[src/sv/msivrc_pkg.sv]
// Package for the message-signalled interrupt register controller.
// Holds the register map, the action and access-select codes and the subfunction layout.
// No dependencies; used by the top level and its checker.
`default_nettype none

package msivrc_pkg;

  // field widths fixed by the bus and event format
  localparam int ActionW = 2;
  localparam int OffsetW = 12;
  localparam int DataW   = 32;
  localparam int FuncW   = 3;
  localparam int SubW    = 5;

  // number of implemented functions (1..8) and low data words (52..64)
  localparam int FuncCount    = 8;
  localparam int LowDataWords = 52;
  localparam int FuncSlots    = 2 ** FuncW;
  localparam int TblIdxW      = $clog2(LowDataWords);

  // register map, byte offsets
  localparam logic [OffsetW-1:0] MaskBase  = 12'h04C;
  localparam logic [OffsetW-1:0] DataBase  = 12'h08C;
  localparam logic [OffsetW-1:0] AddrBase  = 12'h0AC;
  localparam logic [OffsetW-1:0] TableBase = 12'h100;
  localparam logic [OffsetW-1:0] RegSpan   = OffsetW'(FuncCount * 4);

  // highest legal subfunction number
  localparam logic [SubW-1:0] SubLimit = 5'd30;

  // first table word and subfunction count of each function
  localparam logic [5:0] TblFirst [FuncSlots] = '{
    6'd0, 6'd4, 6'd8, 6'd12, 6'd16, 6'd40, 6'd44, 6'd48
  };
  localparam logic [5:0] TblCount [FuncSlots] = '{
    6'd4, 6'd4, 6'd4, 6'd4, 6'd24, 6'd2, 6'd2, 6'd4
  };

  // item actions
  typedef enum logic [ActionW-1:0] {
    ActRead    = 2'd0,
    ActWrite   = 2'd1,
    ActTrigger = 2'd2
  } action_e;

  // which store a register access hits
  typedef enum logic [2:0] {
    SelNone  = 3'd0,
    SelMask  = 3'd1,
    SelData  = 3'd2,
    SelAddr  = 3'd3,
    SelTable = 3'd4
  } acc_sel_e;

endpackage

`default_nettype wire

[src/sv/msi_vector_register_controller_top.sv]
// Top level of the message-signalled interrupt register controller.
// Per-function registers, the low data word table and the result register.
// Depends on msivrc_pkg.
//
// Usage:
//   One input channel (in_valid_i / in_ready_o) carries beats that are a
//   register read, a register write or an interrupt trigger event. One
//   output channel (out_valid_o / out_ready_i) returns exactly one result
//   beat for every input beat, in order.
//   Each accepted beat passes through the input stage, where the stores are
//   read and written, and then through the result register.
//   Throughput: one beat per cycle while the receiver keeps taking results;
//   the single read port of the table memory and of each per-function
//   register set serves one beat a cycle.
//   Reset clears all per-function registers, marks every table word as
//   zero through its valid bit and empties both stages.
//   When the receiver stalls, the result register holds its beat, the
//   input stage holds the next one and in_ready_o drops once both are full.
//   Offsets that match no register read zero and ignore writes.
`default_nettype none

module msi_vector_register_controller_top (
  input  wire logic                             clk_i,
  input  wire logic                             rst_ni,
  input  wire logic                             in_valid_i,
  output logic                                  in_ready_o,
  input  wire logic [msivrc_pkg::ActionW-1:0]   action_i,
  input  wire logic [msivrc_pkg::OffsetW-1:0]   offset_i,
  input  wire logic [msivrc_pkg::DataW-1:0]     write_value_i,
  input  wire logic [msivrc_pkg::FuncW-1:0]     func_i,
  input  wire logic [msivrc_pkg::SubW-1:0]      sub_i,
  output logic                                  out_valid_o,
  input  wire logic                             out_ready_i,
  output logic [msivrc_pkg::DataW-1:0]          read_data_o,
  output logic                                  msi_valid_o,
  output logic [msivrc_pkg::DataW-1:0]          msi_address_o,
  output logic [msivrc_pkg::DataW-1:0]          msi_data_o,
  output logic                                  trigger_error_o
);

  localparam int DataW   = msivrc_pkg::DataW;
  localparam int OffsetW = msivrc_pkg::OffsetW;
  localparam int FuncW   = msivrc_pkg::FuncW;
  localparam int SubW    = msivrc_pkg::SubW;
  localparam int TblIdxW = msivrc_pkg::TblIdxW;
  localparam int Slots   = msivrc_pkg::FuncSlots;
  localparam int Words   = msivrc_pkg::LowDataWords;

  // stores
  logic [DataW-1:0]   mask_q [Slots];
  logic [DataW-1:0]   base_q [Slots];
  logic [DataW-1:0]   addr_q [Slots];
  logic [DataW-1:0]   tbl_mem [Words];
  logic [Words-1:0]   tbl_vld_q;

  // handshake
  logic               in_acc;
  logic               s1_valid_q;
  logic               s2_load;

  // offset decode
  logic [OffsetW-1:0] mask_off;
  logic [OffsetW-1:0] data_off;
  logic [OffsetW-1:0] addr_off;
  logic [OffsetW-1:0] tbl_off;
  logic               hit_mask;
  logic               hit_data;
  logic               hit_addr;
  logic               hit_tbl;
  msivrc_pkg::acc_sel_e acc_sel;
  logic [FuncW-1:0]   acc_f;
  logic [FuncW-1:0]   f_rd;
  logic [6:0]         trig_sum;
  logic               trig_in_tbl;
  logic [TblIdxW-1:0] tbl_raddr;
  logic [TblIdxW-1:0] tbl_waddr;
  logic               is_write;

  // input stage
  logic [msivrc_pkg::ActionW-1:0] s1_act_q;
  msivrc_pkg::acc_sel_e           s1_sel_q;
  logic [FuncW-1:0]   s1_func_q;
  logic [SubW-1:0]    s1_sub_q;
  logic [DataW-1:0]   s1_mask_q;
  logic [DataW-1:0]   s1_base_q;
  logic [DataW-1:0]   s1_addr_q;
  logic [DataW-1:0]   s1_word_q;
  logic               s1_word_vld_q;

  // result logic
  logic [DataW-1:0]   lo_word;
  logic [DataW-1:0]   read_data_d;
  logic               msi_valid_d;
  logic [DataW-1:0]   msi_address_d;
  logic [DataW-1:0]   msi_data_d;
  logic               trigger_error_d;

  // result register
  logic               out_valid_q;
  logic [DataW-1:0]   read_data_q;
  logic               msi_valid_q;
  logic [DataW-1:0]   msi_address_q;
  logic [DataW-1:0]   msi_data_q;
  logic               trigger_error_q;

  // pipeline flow control
  assign s2_load    = !out_valid_q || out_ready_i;
  assign in_ready_o = !s1_valid_q || s2_load;
  assign in_acc     = in_valid_i && in_ready_o;

  // register map decode
  assign mask_off = offset_i - msivrc_pkg::MaskBase;
  assign data_off = offset_i - msivrc_pkg::DataBase;
  assign addr_off = offset_i - msivrc_pkg::AddrBase;
  assign tbl_off  = offset_i - msivrc_pkg::TableBase;

  assign hit_mask = (offset_i >= msivrc_pkg::MaskBase) && (mask_off < msivrc_pkg::RegSpan)
                    && (offset_i[1:0] == 2'b00);
  assign hit_data = (offset_i >= msivrc_pkg::DataBase) && (data_off < msivrc_pkg::RegSpan)
                    && (offset_i[1:0] == 2'b00);
  assign hit_addr = (offset_i >= msivrc_pkg::AddrBase) && (addr_off < msivrc_pkg::RegSpan)
                    && (offset_i[1:0] == 2'b00);
  assign hit_tbl  = (offset_i >= msivrc_pkg::TableBase)
                    && (tbl_off[OffsetW-1:2] < (OffsetW-2)'(Words));

  always_comb begin
    acc_sel = msivrc_pkg::SelNone;
    acc_f   = '0;
    if (hit_mask) begin
      acc_sel = msivrc_pkg::SelMask;
      acc_f   = mask_off[FuncW+1:2];
    end else if (hit_data) begin
      acc_sel = msivrc_pkg::SelData;
      acc_f   = data_off[FuncW+1:2];
    end else if (hit_addr) begin
      acc_sel = msivrc_pkg::SelAddr;
      acc_f   = addr_off[FuncW+1:2];
    end else if (hit_tbl) begin
      acc_sel = msivrc_pkg::SelTable;
    end
  end

  // one read address for the per-function stores: the trigger's function or the decoded one
  assign f_rd = (action_i == msivrc_pkg::ActTrigger) ? func_i : acc_f;

  // table word of the triggering subfunction
  assign trig_sum    = {1'b0, msivrc_pkg::TblFirst[func_i]} + 7'(sub_i);
  assign trig_in_tbl = ({1'b0, sub_i} < msivrc_pkg::TblCount[func_i])
                       && (trig_sum < 7'(Words));

  always_comb begin
    tbl_raddr = '0;
    if (action_i == msivrc_pkg::ActRead && acc_sel == msivrc_pkg::SelTable) begin
      tbl_raddr = tbl_off[TblIdxW+1:2];
    end else if (action_i == msivrc_pkg::ActTrigger && trig_in_tbl) begin
      tbl_raddr = trig_sum[TblIdxW-1:0];
    end
  end

  assign tbl_waddr = tbl_off[TblIdxW+1:2];
  assign is_write  = in_acc && (action_i == msivrc_pkg::ActWrite);

  // per-function registers
  always_ff @(posedge clk_i or negedge rst_ni) begin
    if (!rst_ni) begin
      for (int i = 0; i < Slots; i++) begin
        mask_q[i] <= '0;
        base_q[i] <= '0;
        addr_q[i] <= '0;
      end
    end else if (is_write) begin
      case (acc_sel)
        msivrc_pkg::SelMask: mask_q[acc_f] <= write_value_i;
        msivrc_pkg::SelData: base_q[acc_f] <= write_value_i;
        msivrc_pkg::SelAddr: addr_q[acc_f] <= write_value_i;
        default: ;
      endcase
    end
  end

  // low data word table, registered read
  always_ff @(posedge clk_i) begin
    if (is_write && acc_sel == msivrc_pkg::SelTable) begin
      tbl_mem[tbl_waddr] <= write_value_i;
    end
    if (in_acc) begin
      s1_word_q <= tbl_mem[tbl_raddr];
    end
  end

  // table words read as zero until written
  always_ff @(posedge clk_i or negedge rst_ni) begin
    if (!rst_ni) begin
      tbl_vld_q     <= '0;
      s1_word_vld_q <= 1'b0;
    end else if (in_acc) begin
      s1_word_vld_q <= tbl_vld_q[tbl_raddr];
      if (is_write && acc_sel == msivrc_pkg::SelTable) begin
        tbl_vld_q[tbl_waddr] <= 1'b1;
      end
    end
  end

  // input stage valid
  always_ff @(posedge clk_i or negedge rst_ni) begin
    if (!rst_ni) begin
      s1_valid_q <= 1'b0;
    end else if (in_ready_o) begin
      s1_valid_q <= in_valid_i;
    end
  end

  // input stage payload and per-function read data
  always_ff @(posedge clk_i) begin
    if (in_acc) begin
      s1_act_q  <= action_i;
      s1_sel_q  <= acc_sel;
      s1_func_q <= func_i;
      s1_sub_q  <= sub_i;
      s1_mask_q <= mask_q[f_rd];
      s1_base_q <= base_q[f_rd];
      s1_addr_q <= addr_q[f_rd];
    end
  end

  // result of the beat in the input stage
  assign lo_word = s1_word_vld_q ? s1_word_q : '0;

  always_comb begin
    read_data_d     = '0;
    msi_valid_d     = 1'b0;
    msi_address_d   = '0;
    msi_data_d      = '0;
    trigger_error_d = 1'b0;
    case (s1_act_q)
      msivrc_pkg::ActRead: begin
        case (s1_sel_q)
          msivrc_pkg::SelMask:  read_data_d = s1_mask_q;
          msivrc_pkg::SelData:  read_data_d = s1_base_q;
          msivrc_pkg::SelAddr:  read_data_d = s1_addr_q;
          msivrc_pkg::SelTable: read_data_d = lo_word;
          default:              read_data_d = '0;
        endcase
      end
      msivrc_pkg::ActTrigger: begin
        if (s1_sub_q > msivrc_pkg::SubLimit) begin
          trigger_error_d = 1'b1;
        end else if (32'(s1_func_q) < 32'(msivrc_pkg::FuncCount)) begin
          if (s1_mask_q[s1_sub_q]) begin
            if ({1'b0, s1_sub_q} >= msivrc_pkg::TblCount[s1_func_q]) begin
              trigger_error_d = 1'b1;
            end else begin
              msi_valid_d   = 1'b1;
              msi_address_d = s1_addr_q;
              msi_data_d    = s1_base_q | lo_word;
            end
          end
        end
      end
      default: ;
    endcase
  end

  // result register valid
  always_ff @(posedge clk_i or negedge rst_ni) begin
    if (!rst_ni) begin
      out_valid_q <= 1'b0;
    end else if (s2_load) begin
      out_valid_q <= s1_valid_q;
    end
  end

  // result register payload
  always_ff @(posedge clk_i) begin
    if (s2_load && s1_valid_q) begin
      read_data_q     <= read_data_d;
      msi_valid_q     <= msi_valid_d;
      msi_address_q   <= msi_address_d;
      msi_data_q      <= msi_data_d;
      trigger_error_q <= trigger_error_d;
    end
  end

  assign out_valid_o     = out_valid_q;
  assign read_data_o     = read_data_q;
  assign msi_valid_o     = msi_valid_q;
  assign msi_address_o   = msi_address_q;
  assign msi_data_o      = msi_data_q;
  assign trigger_error_o = trigger_error_q;

endmodule

`default_nettype wire

[config.mk]
export PLATFORM = sky130hd
export DESIGN_NAME = msi_vector_register_controller_top
export DESIGN_NICKNAME = d
export VERILOG_FILES = /design/src/sv/msivrc_pkg.sv /design/src/sv/msi_vector_register_controller_top.sv
export SDC_FILE = /design/constraint.sdc
export NUM_CORES = 2
export LEC_CHECK = 0
export ABC_CLOCK_PERIOD_IN_PS = 9100
export BUFFER_PORTS_ARGS = -buffer_cell sky130_fd_sc_hd__buf_4
export CAP_MARGIN = 20
export CORE_ASPECT_RATIO = 1.5
export CORE_MARGIN = 5
export CORE_UTILIZATION = 31
export DETAILED_ROUTE_END_ITERATION = 7
export GPL_TIMING_DRIVEN = 1
export SYNTH_ARGS = -nofsm -noshare
export SYNTH_HDL_FRONTEND = slang
export SYNTH_SLANG_ARGS = --single-unit
[constraint.sdc]
create_clock -name clk_i -period 9.1 [get_ports clk_i]
set_input_delay 0.455 -clock clk_i [delete_from_list [all_inputs] [get_ports clk_i]]
set_output_delay 0.455 -clock clk_i [all_outputs]
set_load 0.02 [all_outputs]
==> metrics.csv <==
stage,metric,value,unit
outcome,outcome,finished clean,
clock_tree,Clock Path Buffers,4,
yosys,Syn Area/Cell,14.0,um^2
floorplan,Core Box Area,357000,um^2
floorplan,Initial Util,31.1,%
clock_tree,"Clk pin slew, worst setup/hold paths",70,ps
timing,RSZ-0062 raised after global routing,false,
global_route,first-pass GRT wire length,500000,um
yosys,largest family of logic cells by synthesized area,multiplexers,
floorplan,Die Area,371000,um^2
clock_tree,CTS tree,built,
power_and_ir_drop,PwrDens,199,nW/um^2
routing,Post-Route WL,349000,um
timing,fmax,166,MHz
timing,worst-margin pin slew,1240,ps
place,hpwl dp,202000,um
global_route,total grt overflow,0,
critical_path,r2r endpoint,tbl_mem[28][15],
global_route,vias in the first global route,69500,
floorplan,num rows,269,
layout,Nets,8006,
power_and_ir_drop,Pleak,48.4,nW
critical_path,CP Data Arrival Time,6600,ps
critical_path,Critical Path Most Common Cell,buf_4,
critical_path,Worst setup SP type,input port,
floorplan,boundary pin count,158,
worst_hold_path,Hold Crit Depth,1,
worst_hold_path,HP Start,write_value_i[27],
yosys,xor/xnor share of the synthesized area,0.0630,%
yosys,Netlist Area Pre-Place,111000,um^2
clock_tree,Root Driver,clkbuf_16,
layout,ratio of cells with drive above 1 in the final layout,20.3,%
global_route,initial antenna violation count,33,
worst_hold_path,WHS Endpoint,tbl_mem[24][27],
yosys,simple-gate portion of the synthesized area,9.95,%
routing,via count of the routed design,69700,
floorplan,chip width,499,um
yosys,Synth Area in Compound Gates,7.47,%
critical_path,worst path required time,9690,ps
layout,"commonest non-fill, non-tap cell in the layout",edfxtp_1,
clock_tree,Clock Latency Late Sink,910,ps
critical_path,R2R setup slack,4350,ps
routing,DRC,0,
critical_path,CP max-delay cell,nor2_4,
routing,1st-iter DRT viols,6710,
yosys,Mapped Cells,7946,
place,pre-CTS setup slack,2900,ps
yosys,share of flip-flops with an asynchronous set or reset,30.2,%
yosys,"area leader, netlist",edfxtp_1,
critical_path,Crit path largest cell delay,740,ps
critical_path,Crit Path Category,input port to register,
critical_path,reg2reg path depth,8,
timing,Tcrit/Tclk final,66.0,%
critical_path,Worst setup EP type,register,
critical_path,worst r2r src,out_valid_o,
clock_tree,# resized after CTS,0,
yosys,sequential share of the synthesized area,69.9,%
timing,Setup Skew,88.4,ps
yosys,synth top area cells,"edfxtp_1 51%, dfrtp_1 19%, mux2_2 7.5%",
yosys,Adder-Cell Fraction of Synth Area,0.221,%
place,routability cong.,0.837,
place,buffers added on ports,157,
timing,Max Slew Vio Count,0,
clock_tree,htree depth,4,
yosys,Synth warnings,0,
job,Max-cap violations,0,
routing,Routed Antenna Nets,0,
clock_tree,CTS Sinks,2726,
layout,most frequent cells in the layout,"1903 x edfxtp_1, 1493 x nand2_1, 822 x dfrtp_1, 738 x mux2_2, 310 x buf_4",
routing,DR WL/cell,27.1,um
critical_path,CP max FO,40,
yosys,top cell type's share of synthesized area,51.4,%
timing,post-route minimum period,6010,ps
floorplan,Die Span Y,744,um
layout,filler instances,34200,
routing,First-pass DRT Iterations,6,
timing,Final Setup Violations,0,
timing,Worst slew margin,17.5,%
timing,Final Hold Viols,0,
yosys,"Top FF cell, synth",edfxtp_1,
clock_tree,number of CTS-inserted buffers,230,
yosys,syn nets,8023,
yosys,Synth cell types,69,
timing,worst setup margin,3090,ps
clock_tree,post-CTS setup repair buffer count,0,
yosys,post-synthesis mux area share,10.0,%
layout,Area Growth Syn to Fin,13.0,%
global_route,largest net degree at the start of global routing,192,
critical_path,CP cell instances,dlygate4sd3_1 -> buf_4 -> inv_1 -> ha_1 -> nand2_1 -> o21ai_0 -> ha_1 -> fa_1 -> xnor2_1 -> a2111oi_2 -> o22ai_1 -> buf_4 -> a32o_2 -> buf_4 -> nor2_4 -> buf_4 -> a32oi_1 -> and3_1 -> a31oi_1 -> o2111ai_1,
yosys,number of flops mapped to enable cells by yosys,1903,
power_and_ir_drop,peak supply drop,0.171,mV
global_route,Total GRT Usage,18.1,%
timing,Setup TNS,0,ps
routing,via/cell ratio,5.41,
worst_hold_path,HP Class,input port to register,
yosys,#FFs+latches synth,2726,
[final cells by class]
cell class	instances	area (um^2)	area share, %
antenna	14	35.0	0.0279
clock buffer	299	6300	5.01
clock inverter	122	1280	1.02
inverter	20	82.6	0.0657
multi-input combinational	4610	31500	25.1
sequential	2726	77700	61.8
tap	4742	5930	4.72
timing repair buffer	341	2790	2.22
[synth_stat cells, types with 4 or more instances]
cell	n
a2111oi_1	35
a2111oi_2	60
a21o_1	97
a21oi_1	80
a22oi_1	32
a31oi_1	146
a32o_1	4
a32oi_1	251
and2_1	38
and3_1	232
buf_1	37
buf_2	208
buf_4	20
buf_6	5
clkbuf_1	320
dfrtp_1	823
edfxtp_1	1903
ha_1	18
inv_1	20
mux2_1	31
mux2_2	738
mux2i_1	223
mux4_2	10
nand2_1	1494
nand2b_1	9
nand3_1	305
nand3b_1	4
nand4_1	53
nand4b_1	4
nor2_1	312
nor2b_1	8
nor3_1	15
o2111ai_1	18
o211ai_1	109
o21ai_0	43
o221ai_1	94
o22ai_1	32
or2_2	53
or3_1	8
xnor2_1	6
[cell families (layout without fill, tap and decap cells)]
| family | Yosys count | after routing |
|---|---|---|
| multiplexers | 1002 | 1002 |
| flip-flops | 2726 | 2726 |
| buffers and inverters | 610 | 782 |
| XOR/XNOR | 8 | 8 |
| AO/OA/AOI/OAI | 1032 | 1032 |
| adder cells (fa/ha/maj) | 19 | 19 |
| AND/OR/NAND/NOR | 2549 | 2549 |
| other | 0 | 14 |
[layer usage]
layer	part of all wire [%]	track usage, %	wire length (um)	up-vias
met2	51	32.3	178000	2840
met5	0.018	0	62	-
li1	-	-	-	29600
met3	6.0	2.39	21000	811
met4	6.0	9.63	20800	10
met1	37	21.3	129000	36400
[sequential cells by signal, summed over array words and instances, names as in the netlist, 2 cells and up]
signal / flops
s1_base_q: 32
s1_sub_q: 5
s1_act_q: 2
s1_sel_q: 3
addr_q: 256
s1_addr_q: 32
s1_mask_q: 32
msi_data_o: 32
s1_func_q: 3
msi_address_o: 32
s1_word_q: 32
tbl_mem: 1664
mask_q: 256
read_data_o: 32
tbl_vld_q: 52
base_q: 256
[worst max-delay path, delay by kind of cell]
| kind | cells | cell delay, ps |
|---|---|---|
| buf+inv | 6 | 2140 |
| compound gates | 7 | 1740 |
| simple gates | 3 | 1010 |
| fa+ha+maj | 3 | 940 |
| xor+xnor | 1 | 220 |
[where the power goes]
part,internal [mW],total (mW),leakage (nW),switching (mW)
sequential,13.4,13.6,28.8,0.132
clock,5.54,10.1,3.71,4.54
combinational,0.354,1.37,15.8,1.01
[worst max path at each step]
| stage | start | end | slack, ps |
|---|---|---|---|
| global placement | func_i[0] | s1_word_q[21] | 2910 |
| CTS | func_i[0] | s1_word_q[21] | 3190 |
| finish | func_i[0] | s1_word_q[21] | 3090 |
| detailed placement | func_i[0] | s1_word_q[21] | 2900 |
| floorplan | out_valid_o | tbl_mem[28][0] | 2580 |
| global route | func_i[0] | s1_word_q[19] | 2900 |
[what timing repair did]
item	CTS	global route
hold endpoints to repair	131	0
setup endpoints to repair	0	0
hold buffers	15	0
[stage by stage]
step	cells	util [%]	power [mW]	hold slack, ps	cell area, um^2
floorplan	7946	-	14.4	159	111000
global placement	12400	33.0	15.2	446	118000
detailed placement	12400	33.0	15.2	453	118000
CTS	12900	35.2	25.2	90.9	126000
global route	12900	35.2	25.7	142	126000
finish	12900	35.2	25.0	118	126000
No activity file was read; power rests on OpenSTA's default activity.
